`src/rtl/crrm_pkg.sv`:
```
// ----------------------------------------------------------------------------
// crrm_pkg
// Shared types and constants for the connector relative rotation match block.
// ----------------------------------------------------------------------------
package crrm_pkg;

    localparam int unsigned ROM_FRAC = 30;
    localparam int unsigned ROM_LAST = 90;
    localparam logic [63:0] PI_Q30   = 64'd3373259426;
    localparam int unsigned TOL_W    = 20;
    localparam logic [TOL_W-1:0] TOL_RESET = 20'd105;

    // (2n)(2n+1) Taylor divisors, index 0 unused
    localparam logic [63:0] TAYLOR_DIV [0:19] = '{
        64'd1,    64'd6,    64'd20,   64'd42,   64'd72,
        64'd110,  64'd156,  64'd210,  64'd272,  64'd342,
        64'd420,  64'd506,  64'd600,  64'd702,  64'd812,
        64'd930,  64'd1056, 64'd1190, 64'd1332, 64'd1482
    };

    typedef struct packed {
        logic [1:0] connector;
        logic [8:0] local_roll;
        logic [8:0] local_pitch;
        logic [8:0] local_yaw;
        logic [8:0] remote_roll;
        logic [8:0] remote_pitch;
        logic [8:0] remote_yaw;
    } t_crrm_in;

    typedef struct packed {
        logic       match_found;
        logic [1:0] quarter_turns;
    } t_crrm_out;

    typedef struct packed {
        logic [6:0] idx;
        logic       neg;
    } t_rom_sel;

    // Q30 sine of k degrees by truncated Taylor series (elaboration only)
    function automatic logic [63:0] rom_q30(input int unsigned k);
        logic [63:0]        x;
        logic [63:0]        x2;
        logic [63:0]        term;
        logic signed [63:0] sum;
        logic               done;
        begin
            x    = (64'(k) * PI_Q30 + 64'd90) / 64'd180;
            x2   = (x * x) >> ROM_FRAC;
            term = x;
            sum  = $signed(x);
            done = 1'b0;
            for (int n = 1; n < 20; n++) begin
                if (!done && term != 64'd0) begin
                    term = (term * x2) >> ROM_FRAC;
                    term = term / TAYLOR_DIV[n];
                    if ((n % 2) == 1)
                        sum = sum - $signed(term);
                    else
                        sum = sum + $signed(term);
                end else begin
                    done = 1'b1;
                end
            end
            if (sum < 0)
                sum = 64'sd0;
            if (sum > $signed(64'd1 << ROM_FRAC))
                sum = $signed(64'd1 << ROM_FRAC);
            if (k == 0)
                sum = 64'sd0;
            if (k == ROM_LAST)
                sum = $signed(64'd1 << ROM_FRAC);
            return $unsigned(sum);
        end
    endfunction

endpackage

```
`src/rtl/crrm_match.sv`:
```
// ----------------------------------------------------------------------------
// crrm_match
// Compares the turned axis with the four quarter-turn targets.
// ----------------------------------------------------------------------------
module crrm_match import crrm_pkg::*; #(
    parameter int FRAC_BITS = 20
) (
    input  logic signed [FRAC_BITS+2:0] i_n0,
    input  logic signed [FRAC_BITS+2:0] i_n1,
    input  logic signed [FRAC_BITS+2:0] i_n2,
    input  logic [1:0]                  i_connector,
    input  logic [TOL_W-1:0]            i_tol,
    output t_crrm_out                   o_result
);
    localparam int DW = FRAC_BITS + 5;
    localparam logic signed [DW-1:0] ONE = DW'(1) << FRAC_BITS;
    localparam logic signed [DW-1:0] ZERO = '0;

    logic signed [DW-1:0] n_ext [3];
    logic signed [DW-1:0] tgt [4][3];
    logic [3:0]           ok;
    logic [DW-1:0]        tol_ext;

    function automatic logic close(input logic signed [DW-1:0] t,
                                   input logic signed [DW-1:0] v,
                                   input logic [DW-1:0]        tol);
        logic signed [DW-1:0] d;
        logic [DW-1:0]        m;
        begin
            d = t - v;
            m = (d < 0) ? $unsigned(-d) : $unsigned(d);
            return (m <= tol);
        end
    endfunction

    assign tol_ext  = DW'(i_tol);
    assign n_ext[0] = DW'(i_n0);
    assign n_ext[1] = DW'(i_n1);
    assign n_ext[2] = DW'(i_n2);

    always_comb begin
        tgt[0] = '{ZERO, ZERO, ONE};
        tgt[2] = '{ZERO, ZERO, -ONE};
        if (!i_connector[0]) begin
            tgt[1] = '{ONE, ZERO, ZERO};
            tgt[3] = '{-ONE, ZERO, ZERO};
        end else begin
            tgt[1] = '{ZERO, -ONE, ZERO};
            tgt[3] = '{ZERO, ONE, ZERO};
        end
        for (int i = 0; i < 4; i++)
            ok[i] = close(tgt[i][0], n_ext[0], tol_ext) &&
                    close(tgt[i][1], n_ext[1], tol_ext) &&
                    close(tgt[i][2], n_ext[2], tol_ext);
    end

    always_comb begin
        o_result = '0;
        if (ok[0]) begin
            o_result = '{match_found: 1'b1, quarter_turns: 2'd0};
        end else if (ok[1]) begin
            o_result = '{match_found: 1'b1, quarter_turns: 2'd1};
        end else if (ok[2]) begin
            o_result = '{match_found: 1'b1, quarter_turns: 2'd2};
        end else if (ok[3]) begin
            o_result = '{match_found: 1'b1, quarter_turns: 2'd3};
        end
    end

endmodule
```
`config.mk`:
```
export PLATFORM = sky130hd
export DESIGN_NAME = crrm_match
export DESIGN_NICKNAME = d
export VERILOG_FILES = /design/src/rtl/crrm_pkg.sv /design/src/rtl/crrm_match.sv
export SDC_FILE = /design/constraint.sdc
export NUM_CORES = 1
export LEC_CHECK = 0
export CORE_MARGIN = 1.5
export CORE_UTILIZATION = 60
export DETAILED_ROUTE_END_ITERATION = 7
export DONT_BUFFER_PORTS = 1
export PLACE_DENSITY = 0.76
export SYNTH_ARGS = -nofsm -noshare
export SYNTH_HDL_FRONTEND = slang
export SYNTH_SLANG_ARGS = --single-unit
```
`constraint.sdc`:
```
create_clock -name vclk -period 9.56
set_clock_uncertainty 0.05 [all_clocks]
set_input_delay 1.912 -clock vclk [all_inputs]
set_output_delay 1.912 -clock vclk [all_outputs]
set_load 0.01 [all_outputs]
```
==> run summary <==
The flow ran to the end, and the final reports show no timing, DRC or antenna violations. The clock period minus worst slack is roughly 9.2 ns. The worst max-slew margin expressed relative to the limit came out at 0.240. The total power is between 600 and 700 µW. The die height came out at 136 µm. Summed over all layers, the global routing overflow is 0.

The worst slack after detailed placement is 0.281 ns. The final number of max-transition violations came out at 0. Routability-driven placement finished with a final weighted congestion of about 0.99. Max-cap violations in this run came to 0. The setup slack of the critical path after layout is slightly above 0.4 ns. The number of nets with antenna violations after detailed routing is 0.

The sequential standard cell area is 0 µm². The dominant combinational cell family by area after synthesis is simple AND/OR/NAND/NOR gates. The leakage component of the power is 0.00435 µW. The number of hold violations in the final report came out at 0.

The delay of the slowest critical-path stage came out at around 0.7 ns. The core area came out at 17300 µm². For this design the ratio of total power to cell area is 55.8 nW/µm². Of the total synthesized cell area, the portion taken by full adders, half adders and majority gates is 0.216. The critical-path cell with the highest stage delay is sky130_fd_sc_hd__or4_1. After filler insertion, the fill cell instance count of the layout stands at between 1500 and 2000.

The initial antenna violation count came out at 0. The unique cell type count in the Yosys netlist is 96. During I/O placement, the number of pins put on the boundary was 94. The total inserted antenna cells is 0. The xor and xnor area share after synthesis came out at 0.188. In this run the horizontal extent of the chip is ~140 µm. The post-synthesis instance area is around 11000 µm². The count of sequential standard cells is 0.

The post-synthesis compound-gate area fraction is 0.211. Traced cell by cell, the critical path runs through or4_1 > nor4_4 > a22oi_1 > a211oi_4 > nand2_1 > nor3_1 > nor3b_2 > nor2_1 > xor2_1 > ha_1 > a21oi_1 > nor2b_1 > a2111oi_0 > o21ai_0 > o21ai_1 > o211ai_1 > nand4b_1 > nor4b_1 > buf_4 > nor2_1 > nor3_1 > buf_4. For this run, design rule violations remaining after detail routing come to 0.

The net count after synthesis is about 1800. The critical path arrival came out at ~7.2 ns. The cell family contributing the most delay on the critical path is simple AND/OR/NAND/NOR gates. The final-stage net count is between 1500 and 2000. Timing would allow up to between 0.1 and 0.15 GHz. The first TritonRoute pass finished after 5 iterations. The critical path buffer and inverter count came out at 2. The count of cell instances traversed by the critical path is 22. The final cycle utilization of the critical path came out at 0.957. The routed length per placed instance came out at 18.9 µm.

STA classifies the critical path endpoint as an output pin. The most critical setup path has its endpoint at o_result[0]. The ratio of routed vias to standard cells is 6.65. The effective utilization at floorplan came out at 0.613. The number of setup violations in the final report came out at 0. The transition time at the pin with the least slew margin is approximately 1.1 ns. The number of instances in the synthesized netlist is approximately 1500.

The final sum of negative setup slack is 0 ns. The layout-stage area growth over the synthesis result is 2.48%. Setup repair after global routing left no endpoint under its margin. The path class of the tightest hold or removal check is in -> out. The critical path startpoint is i_n2[5]. The fraction of final layout cells with drive strength greater than 1 came out at 0.0668. The cell row count is 48. The number of buffers inserted by port buffering is 0. Of all nets on the critical path, the largest fanout is 9. The post-synthesis simple-gate area fraction came out at 0.329. The half-perimeter wire length of the detailed placement result came out at between 20000 and 30000 µm. The peak supply drop is between 0.02 and 0.03 mV. The share of cell area taken by muxes after synthesis is 0.0107. The die outline area is 18500 µm². The total setup buffers inserted after CTS is 0. Yosys printed 0 warnings. The startpoint type of the worst setup path is an input pin. In the global route stage, overall resource usage came out at 0.344. The number of violations reported at the end of detailed-routing iteration 0 came out at 836. The first global-routing pass estimated ~52000 µm of wire. The pin count of the biggest net entering global routing came out at 23. A synthesized cell averages 6.94 µm². The clock buffer count came out at 0.

Of the synthesized area, sequential elements account for 0. The worst endpoint required time came out at around 7.6 ns. The total wire length came out at 32600 µm.

The kind of critical path is in -> out. The via count of the first global-routing pass came to around 11000. The routed layout has between 10000 and 15000 vias.
[Yosys cell counts, types with 5 or more instances]
library cell / n / area (µm²)
sky130_fd_sc_hd__ha_1: 183 / 2290
sky130_fd_sc_hd__nand2_1: 162 / 608
sky130_fd_sc_hd__nor2_1: 157 / 589
sky130_fd_sc_hd__xnor2_1: 137 / 1200
sky130_fd_sc_hd__o21ai_0: 94 / 470
sky130_fd_sc_hd__xor2_1: 90 / 788
sky130_fd_sc_hd__a21oi_1: 81 / 405
sky130_fd_sc_hd__nor3_1: 57 / 285
sky130_fd_sc_hd__nand4_1: 55 / 344
sky130_fd_sc_hd__clkbuf_1: 42 / 158
sky130_fd_sc_hd__inv_1: 39 / 146
sky130_fd_sc_hd__nand3_1: 31 / 155
sky130_fd_sc_hd__nor2b_1: 23 / 144
sky130_fd_sc_hd__nor4_1: 23 / 144
sky130_fd_sc_hd__a21o_1: 22 / 165
sky130_fd_sc_hd__o21a_1: 22 / 165
sky130_fd_sc_hd__nand2b_1: 20 / 125
sky130_fd_sc_hd__a31oi_1: 18 / 113
sky130_fd_sc_hd__a211oi_1: 15 / 113
sky130_fd_sc_hd__o211ai_1: 15 / 113
sky130_fd_sc_hd__or4_1: 15 / 113
sky130_fd_sc_hd__or3_1: 13 / 81.3
sky130_fd_sc_hd__buf_2: 12 / 60.1
sky130_fd_sc_hd__a2111oi_0: 11 / 96.3
sky130_fd_sc_hd__and2_1: 10 / 62.6
sky130_fd_sc_hd__or2_2: 10 / 62.6
sky130_fd_sc_hd__and3_1: 9 / 56.3
sky130_fd_sc_hd__mux2i_1: 8 / 80.1
sky130_fd_sc_hd__o31ai_1: 7 / 52.6
sky130_fd_sc_hd__nand3b_1: 6 / 45.0
sky130_fd_sc_hd__nor3b_1: 6 / 45.0
sky130_fd_sc_hd__nor4_2: 6 / 75.1
sky130_fd_sc_hd__o22ai_1: 6 / 37.5
sky130_fd_sc_hd__a22oi_1: 5 / 37.5
sky130_fd_sc_hd__clkbuf_8: 5 / 68.8
sky130_fd_sc_hd__nor3_2: 5 / 50.1
sky130_fd_sc_hd__nor4_4: 5 / 106
[how the worst min path moves through the flow]
stage                   from           to  slack [ns]  cells after the start
global route        i_n1[22]  o_result[1]        4.40                      6
CTS                 i_n1[22]  o_result[1]        4.32                      6
floorplan           i_n1[21]  o_result[1]        4.18                      5
finish              i_n1[22]  o_result[1]        4.33                      6
global placement    i_n1[22]  o_result[1]        4.28                      6
detailed placement  i_n1[22]  o_result[1]        4.32                      6
[final cells by class]
type / count / area, µm² / area share
multi-input combinational: 1423 / 10200 / 0.935
timing repair buffer: 36 / 283 / 0.0260
tap: 225 / 282 / 0.0259
inverter: 39 / 146 / 0.0135
[metal layers]
| layer | vias up | share of wire | track usage |
|---|---|---|---|
| met5 | - | 0 | 0 |
| met3 | 74 | 0.077 | 0.0328 |
| met2 | 473 | 0.45 | 0.577 |
| met4 | 0 | 0.038 | 0.115 |
| met1 | 5360 | 0.44 | 0.459 |
| li1 | 5550 | - | - |
[timing repair]
action	4_1_cts	5_1_grt
hold buffers	0	0
endpoints found under the setup margin	0	3
resized for setup	0	7
[worst min-delay path: stages]
cell and delay, ns:
sky130_fd_sc_hd__and2_1 0.10, sky130_fd_sc_hd__a211oi_1 0.06, sky130_fd_sc_hd__o21ai_0 0.12, sky130_fd_sc_hd__nor4b_2 0.09, sky130_fd_sc_hd__nor2_1 0.09, sky130_fd_sc_hd__nor2_1 0.08
[report_power, final]
| group | switching (µW) | internal, µW | leakage, µW |
|---|---|---|---|
| clock | 0 | 0 | 0 |
| sequential | 0 | 0 | 0 |
| combinational | 349 | 257 | 0.00435 |
| total | 349 | 257 | 0.00435 |
[metrics by stage]
step	hold slack [ns]	instance area, µm²	std cells	util
detailed placement	4.32	10800	1723	0.626
finish	4.33	10900	1723	0.628
global placement	4.28	10800	1723	0.626
floorplan	4.18	10600	1527	-
CTS	4.32	10800	1723	0.626
global route	4.40	10900	1723	0.628
[cell families after synthesis]
family | after synthesis
AO/OA/AOI/OAI | 345
XOR/XNOR | 227
adder cells (fa/ha/maj) | 183
buffers and inverters | 104
multiplexers | 11
AND/OR/NAND/NOR | 657
[cells in the final DEF, fill, tap and decap left out, drive strengths merged, types with 6 or more instances in the layout]
cell type / instances
o31ai: 7
nor3b: 7
and3: 9
xnor2: 137
nand2b: 20
mux2i: 8
o21a: 22
a21oi: 81
o22ai: 6
a2111oi: 12
a21o: 22
and2: 15
a22oi: 6
inv: 39
nor3: 62
or2: 12
or3: 17
nor2b: 23
or4: 18
buf: 36
xor2: 90
a211oi: 18
nand2: 163
nand3: 33
nand4: 57
nor2: 159
a31oi: 18
o211ai: 15
nor4: 34
nand3b: 6
ha: 183
o21ai: 98
Power figures use the tool's default switching activity.
