===== src/rtl/crrm_pkg.sv =====
// ----------------------------------------------------------------------------
// crrm_pkg
// Shared types and constants for the connector relative rotation match block.
// ----------------------------------------------------------------------------
package crrm_pkg;

    localparam int unsigned ROM_FRAC = 30;
    localparam int unsigned ROM_LAST = 90;
    localparam logic [63:0] PI_Q30   = 64'd3373259426;
    localparam int unsigned TOL_W    = 20;
    localparam logic [TOL_W-1:0] TOL_RESET = 20'd105;

    // (2n)(2n+1) Taylor divisors, index 0 unused
    localparam logic [63:0] TAYLOR_DIV [0:19] = '{
        64'd1,    64'd6,    64'd20,   64'd42,   64'd72,
        64'd110,  64'd156,  64'd210,  64'd272,  64'd342,
        64'd420,  64'd506,  64'd600,  64'd702,  64'd812,
        64'd930,  64'd1056, 64'd1190, 64'd1332, 64'd1482
    };

    typedef struct packed {
        logic [1:0] connector;
        logic [8:0] local_roll;
        logic [8:0] local_pitch;
        logic [8:0] local_yaw;
        logic [8:0] remote_roll;
        logic [8:0] remote_pitch;
        logic [8:0] remote_yaw;
    } t_crrm_in;

    typedef struct packed {
        logic       match_found;
        logic [1:0] quarter_turns;
    } t_crrm_out;

    typedef struct packed {
        logic [6:0] idx;
        logic       neg;
    } t_rom_sel;

    // Q30 sine of k degrees by truncated Taylor series (elaboration only)
    function automatic logic [63:0] rom_q30(input int unsigned k);
        logic [63:0]        x;
        logic [63:0]        x2;
        logic [63:0]        term;
        logic signed [63:0] sum;
        logic               done;
        begin
            x    = (64'(k) * PI_Q30 + 64'd90) / 64'd180;
            x2   = (x * x) >> ROM_FRAC;
            term = x;
            sum  = $signed(x);
            done = 1'b0;
            for (int n = 1; n < 20; n++) begin
                if (!done && term != 64'd0) begin
                    term = (term * x2) >> ROM_FRAC;
                    term = term / TAYLOR_DIV[n];
                    if ((n % 2) == 1)
                        sum = sum - $signed(term);
                    else
                        sum = sum + $signed(term);
                end else begin
                    done = 1'b1;
                end
            end
            if (sum < 0)
                sum = 64'sd0;
            if (sum > $signed(64'd1 << ROM_FRAC))
                sum = $signed(64'd1 << ROM_FRAC);
            if (k == 0)
                sum = 64'sd0;
            if (k == ROM_LAST)
                sum = $signed(64'd1 << ROM_FRAC);
            return $unsigned(sum);
        end
    endfunction

endpackage


===== src/rtl/crrm_trig.sv =====
// ----------------------------------------------------------------------------
// crrm_trig
// Sine and cosine of an integer-degree angle from a quarter-wave table.
// ----------------------------------------------------------------------------
module crrm_trig import crrm_pkg::*; #(
    parameter int FRAC_BITS = 20
) (
    input  logic [8:0]                   i_angle,
    output logic signed [FRAC_BITS+1:0]  o_sin,
    output logic signed [FRAC_BITS+1:0]  o_cos
);
    localparam int CW = FRAC_BITS + 2;
    localparam int SH = ROM_FRAC - FRAC_BITS;
    localparam logic [63:0] HALF = (SH == 0) ? 64'd0 : (64'd1 << (SH - 1));

    logic [FRAC_BITS:0] rom [0:ROM_LAST];

    for (genvar k = 0; k <= ROM_LAST; k++) begin : g_rom
        localparam logic [63:0] V = rom_q30(k);
        localparam logic [63:0] R = (V + HALF) >> SH;
        assign rom[k] = R[FRAC_BITS:0];
    end

    function automatic t_rom_sel map_deg(input logic [9:0] d);
        logic [9:0] e;
        t_rom_sel   s;
        begin
            e = (d >= 10'd360) ? d - 10'd360 : d;
            if (e <= 10'd90) begin
                s.idx = e[6:0];
                s.neg = 1'b0;
            end else if (e <= 10'd180) begin
                s.idx = 7'(10'd180 - e);
                s.neg = 1'b0;
            end else if (e <= 10'd270) begin
                s.idx = 7'(e - 10'd180);
                s.neg = 1'b1;
            end else begin
                s.idx = 7'(10'd360 - e);
                s.neg = 1'b1;
            end
            return s;
        end
    endfunction

    logic [9:0]          deg;
    t_rom_sel            sel_s;
    t_rom_sel            sel_c;
    logic signed [CW-1:0] mag_s;
    logic signed [CW-1:0] mag_c;

    always_comb begin
        deg = {1'b0, i_angle};
        if (deg >= 10'd360)
            deg = deg - 10'd360;
    end

    assign sel_s = map_deg(deg);
    assign sel_c = map_deg(deg + 10'd90);
    assign mag_s = $signed({1'b0, rom[sel_s.idx]});
    assign mag_c = $signed({1'b0, rom[sel_c.idx]});
    assign o_sin = sel_s.neg ? -mag_s : mag_s;
    assign o_cos = sel_c.neg ? -mag_c : mag_c;

endmodule


===== config.mk =====
export PLATFORM = sky130hd
export DESIGN_NAME = crrm_trig
export DESIGN_NICKNAME = d
export VERILOG_FILES = /design/src/rtl/crrm_pkg.sv /design/src/rtl/crrm_trig.sv
export SDC_FILE = /design/constraint.sdc
export NUM_CORES = 1
export LEC_CHECK = 0
export BUFFER_PORTS_ARGS = -buffer_cell sky130_fd_sc_hd__buf_2
export CAP_MARGIN = 20
export CELL_PAD_IN_SITES_DETAIL_PLACEMENT = 1
export CELL_PAD_IN_SITES_GLOBAL_PLACEMENT = 2
export CORE_UTILIZATION = 33
export DETAILED_ROUTE_END_ITERATION = 10
export PLACE_DENSITY = 0.79
export SYNTH_ARGS = -nofsm -noshare
export SYNTH_HDL_FRONTEND = slang
export SYNTH_SLANG_ARGS = --single-unit
export TNS_END_PERCENT = 10

===== constraint.sdc =====
create_clock -name vclk -period 8.7
set_input_delay 0.435 -clock vclk [all_inputs]
set_output_delay 0.435 -clock vclk [all_outputs]
set_load 0.05 [all_outputs]

==> flow_metrics.tcl, run 1 <==
set metrics [dict create \
    hpwl_mm 32.20 \
    grt_pass1_vias 11658 \
    post-route-period-util 0.9579 \
    holdPathStages 7 \
    status "completed" \
    final-seq-area_um2 0 \
    synth_area_leader_cell "ha_1" \
    clock.fmax_mhz 120.0 \
    diodes 0 \
    drive_above_1_share 0.1848 \
    ys_seq_area_frac 0 \
    maxSlewViolCount 0 \
    power_density_nw_per_um2 402.2 \
    total_power_w 0.004166 \
    avgSynthCellArea_um2 6.662 \
    coreArea_um2 27710 \
    arrival_ns 7.90 \
    timing_worst_setup_path_type "input port to output port" \
    fin_setup_tns_ns 0 \
    dieHeight_um 169.6 \
    drt-initial-drc-count 1575 \
    hold_viol_final 0 \
    cp_slowest_stage_delay_ns 0.42 \
    grt-ovfl-total 0 \
    yosysTopAreaCellShare 0.07690 \
    hold_start "i_angle[0]" \
    port_buffers 53 \
    drt-total-wl_mm 45.42 \
    ys_types 108 \
    antenna_found_initial 0 \
    cts_hold_buf 0 \
    layout_commonest_cell "nand2_1" \
    worst_setup_path_end_kind "output port" \
    min_path_type "input port to output port" \
    initial_core_util 0.3347 \
    num_vias 12387 \
    vias_per_cell 6.983 \
    period_needed_ns 8.334 \
    layout_common_cells "137 x nand2_1, 124 x nor2_1, 105 x a21oi_1, 89 x o21ai_0, 64 x buf_4" \
    dpl_cell_area_um2 9915 \
    fillers 3528 \
    clkbuf_count 0 \
    cpMostUsedCell "ha_1" \
    syn_inst 1392 \
    power.leakage_nw 3.737 \
    start_kind "input port" \
    cp_max_fo 13 \
    avgRoutedWirePerCell_um 25.60 \
    crit_slowest_cell "o311a_4" \
    die_w_um 169.6 \
    grt_max_degree 71 \
    fin_util 0.3739 \
    hold_end "o_sin[11]" \
    gp_congestion 1.046 \
    grt_pass1_wl_mm 69.30 \
    seq_cells 0 \
    relSlewSlack 0.2024 \
    firstDrtPassIters 8 \
    vdd_drop_max_uv 142.4 \
    required_ns 8.27 \
    synth.cell_area_um2 9274 \
    area_growth_pct 11.70 \
    maxCapViolCount 0 \
    ant_nets 0 \
    ios 53 \
    die_area_um2 28780 \
    drcViolationCount 0 \
    finalSetupViolCount 0 \
    synth_nets 1461 \
    fp-row-count 61 \
    tightest_slew_ns 1.192 \
    design_area_um2 10360 \
    ys_warn_count 0 \
    nets 1467 \
    grtUsageTotal 0.3001 \
    synthTopCellsByArea "ha_1 7.7%, a21oi_1 5.7%, nand2_1 5.5%" \
]
[metal layers]
layer	vias to the layer above	GRT usage	wire, um
li1	5443	-	-
met1	6004	0.4052	19250
met2	743	0.4742	20110
met3	197	0.03685	3726
met4	0	0.1347	2336
met5	-	0	0
[Yosys cell counts, drive strengths merged (17+ instances only)]
cell type,count
a211oi,41
a21oi,113
a221oi,18
a31oi,36
buf,67
clkbuf,54
ha,57
inv,36
mux2i,26
nand2,138
nand3,47
nor2,133
nor3,56
o211ai,50
o21ai,112
o22ai,17
o311ai,17
o31ai,22
xnor2,45
[layout make-up]
| class | count | area (um2) | share of cell area |
|---|---|---|---|
| inverters | 36 | 148.9 | 0.01437 |
| repair buffers | 123 | 857.1 | 0.08274 |
| well taps | 378 | 473.0 | 0.04566 |
| multi-input cells | 1237 | 8880 | 0.8572 |
[how the worst max path moves through the flow]
stage | startpoint | endpoint | slack [ns] | depth (start not counted)
2_1_floorplan | i_angle[0] | o_cos[14] | -0.11 | 36
3_3_place_gp | i_angle[3] | o_cos[9] | 0.04 | 35
3_5_place_dp | i_angle[3] | o_cos[16] | -0.27 | 37
4_1_cts | i_angle[3] | o_cos[9] | 0.002 | 33
5_1_grt | i_angle[3] | o_cos[15] | -0.04 | 34
6_report | i_angle[3] | o_cos[10] | 0.37 | 36
[critical path: cells and delay by family]
family / cells / cell delay [ns]
adders and majority gates: 4 / 0.98
AOI/OAI and AO/OA: 14 / 3.39
xor gates and xnor gates: 2 / 0.34
buffers and inverters: 8 / 1.41
and+or+nand+nor: 8 / 1.31
[cells by family after synthesis]
family | count (synthesis) | synth area share
AOI/OAI and AO/OA | 609 | 0.4792
and+or+nand+nor | 469 | 0.2469
buffers and inverters | 157 | 0.07933
adders and majority gates | 61 | 0.08446
xor gates and xnor gates | 59 | 0.06125
muxes | 37 | 0.04884
[repair_timing]
| action | in CTS | in global routing |
|---|---|---|
| hold endpoints to repair | 0 | 0 |
| gates cloned | 0 | 2 |
| gates resized for setup | 5 | 62 |
| setup endpoints to repair | 10 | 22 |
| pin swaps | 1 | 15 |
| buffers inserted | 1 | 16 |
[power by group]
group	internal (W)	total, W	switching (W)	leakage, nW
clock network	0	0	0	0
logic	0.00125	0.00417	0.00291	3.74
registers	0	0	0	0
total	0.00125	0.00417	0.00291	3.74
[per-stage QoR]
stage,cells,hold WS (ns),setup slack [ns]
5_1_grt,1774,2.194,-0.04049
2_1_floorplan,1392,1.767,-0.1072
4_1_cts,1756,2.077,0.001990
6_report,1774,2.119,0.3664
3_3_place_gp,1755,2.049,0.03639
3_5_place_dp,1755,2.069,-0.2716
Power figures use the tool's default switching activity.
==> inputs of run 2 (changes only) <==
Settings changed: CELL_PAD_IN_SITES_GLOBAL_PLACEMENT 2 to 1, CORE_UTILIZATION 33 to 40, PLACE_DENSITY 0.79 to 0.76.
==> run 2 against run 1 <==
- sequential cell count unchanged
- global-route usage increased by 9.2 points
- combinational power about the same
- sequential share of layout area unchanged
- critical path type unchanged
- critical endpoint is now o_cos[9]
==> flow_metrics.tcl, run 2 (synthesized netlist as in run 1, its figures left out) <==
set metrics [dict create \
    status "completed" \
    dpl_cell_area_um2 9943 \
    power_density_nw_per_um2 409.3 \
    timing_worst_setup_path_type "input port to output port" \
    gp_congestion 1.025 \
    drcViolationCount 0 \
    power.leakage_nw 3.773 \
    period_needed_ns 8.630 \
    nets 1478 \
    multiInputGateArea_um2 8721 \
    grt_pass1_vias 12145 \
    arrival_ns 8.19 \
    clock.fmax_mhz 115.9 \
    crit_slowest_cell "o21ai_0" \
    cpMostUsedCell "ha_1" \
    sequentialPowerShare 0 \
    worst_setup_path_end_kind "output port" \
    post-route-period-util 0.9919 \
    layout_common_cells "137 x nand2_1, 125 x nor2_1, 106 x a21oi_1, 90 x o21ai_0, 80 x buf_4" \
    layout.cells.non_filler 1692 \
    layout_commonest_cell "nand2_1" \
    vdd_drop_max_uv 364.0 \
    hold_viol_final 0 \
    holdWs_ns 2.077 \
    drt-initial-drc-count 1170 \
    avgRoutedWirePerCell_um 28.44 \
    firstDrtPassIters 5 \
    vias_per_cell 7.343 \
    relSlewSlack 0.2858 \
    die_area_um2 23800 \
    rsz0062_at_grt "true" \
    fillers 3003 \
    area_growth_pct 9.471 \
    p_comb_frac 1.000 \
    clkbuf_count 0 \
    maxSlewViolCount 0 \
    min_path_type "input port to output port" \
    tightest_slew_ns 1.064 \
    cp_num_buf_inv 6 \
    cp_max_fo 11 \
    p_int_w 0.001214 \
    diodes 0 \
    grt-ovfl-total 0 \
    switchingPower_w 0.002941 \
    placedCellCount 1682 \
    final-seq-area_um2 0 \
    fin_setup_tns_ns 0 \
    die_w_um 154.3 \
    start_kind "input port" \
    required_ns 8.27 \
    grt_max_degree 64 \
    finalSetupViolCount 0 \
    port_buffers 53 \
    grt_pass1_wl_mm 73.79 \
    ant_nets 0 \
    num_vias 12425 \
    maxCapViolCount 0 \
    initial_core_util 0.4084 \
    switching_share 0.7079 \
    antenna_found_initial 0 \
    fp-row-count 55 \
    grtUsageTotal 0.3920 \
    design_area_um2 10150 \
    seq_cells 0 \
    dieHeight_um 154.3 \
    cp_slowest_stage_delay_ns 0.47 \
    coreArea_um2 22710 \
    hpwl_mm 36.09 \
    drive_above_1_share 0.1763 \
    ios 53 \
    critPathTopFamily "compound AO/OA/AOI/OAI gates" \
    p_clk_frac 0 \
    drt-total-wl_mm 48.11 \
]
[run 2: path summary, 6_finish.rpt]
check        from   endpoint  slack [ns]  cells after the start
min    i_angle[0]  o_sin[11]        2.08                      7
max    i_angle[3]   o_cos[9]        0.07                     35
[run 2: repair_timing]
action                                  in CTS  in global routing
pin swaps                                    0                  4
hold buffers                                 0                  0
endpoints found under the setup margin       3                 19
gates resized for setup                      3                 23
setup buffers                                0                 10
[run 2: layout make-up]
type | instances | area share
Inverter | 36 | 0.01380
Multi-Input combinational cell | 1235 | 0.8590
Tap cell | 285 | 0.03512
Timing Repair Buffer | 136 | 0.09206
[run 2: tightest hold or removal path: stages]
cell	delay, ns
buf_2	0.11
buf_4	0.32
o21ai_0	0.24
o311ai_1	0.12
nand2_1	0.10
xnor2_1	0.07
buf_2	0.20
[run 2: power groups by stage]
stage          Combinational [W]  Sequential, W  Clock [W]
5_1_grt                  0.00436              0          0
3_3_place_gp             0.00396              0          0
3_5_place_dp             0.00397              0          0
6_report                 0.00416              0          0
2_1_floorplan            0.00289              0          0
4_1_cts                  0.00398              0          0
[run 2: routing by layer]
layer	part of all wire	wire, um	up-vias	track usage
met5	0	0	-	0
met4	0.058	2773	0	0.1961
met3	0.075	3597	193	0.03194
met2	0.47	22470	706	0.6667
met1	0.40	19270	6069	0.4974
li1	-	-	5457	-
[run 2: per-stage QoR]
step	power (W)	setup WS (ns)	util
floorplan	0.002889	-0.1072	-
global placement	0.003958	0.1988	0.4379
detailed placement	0.003965	-0.02905	0.4379
CTS	0.003985	0.00006040	0.4384
global route	0.004355	-0.1362	0.4471
finish	0.004155	0.07037	0.4471
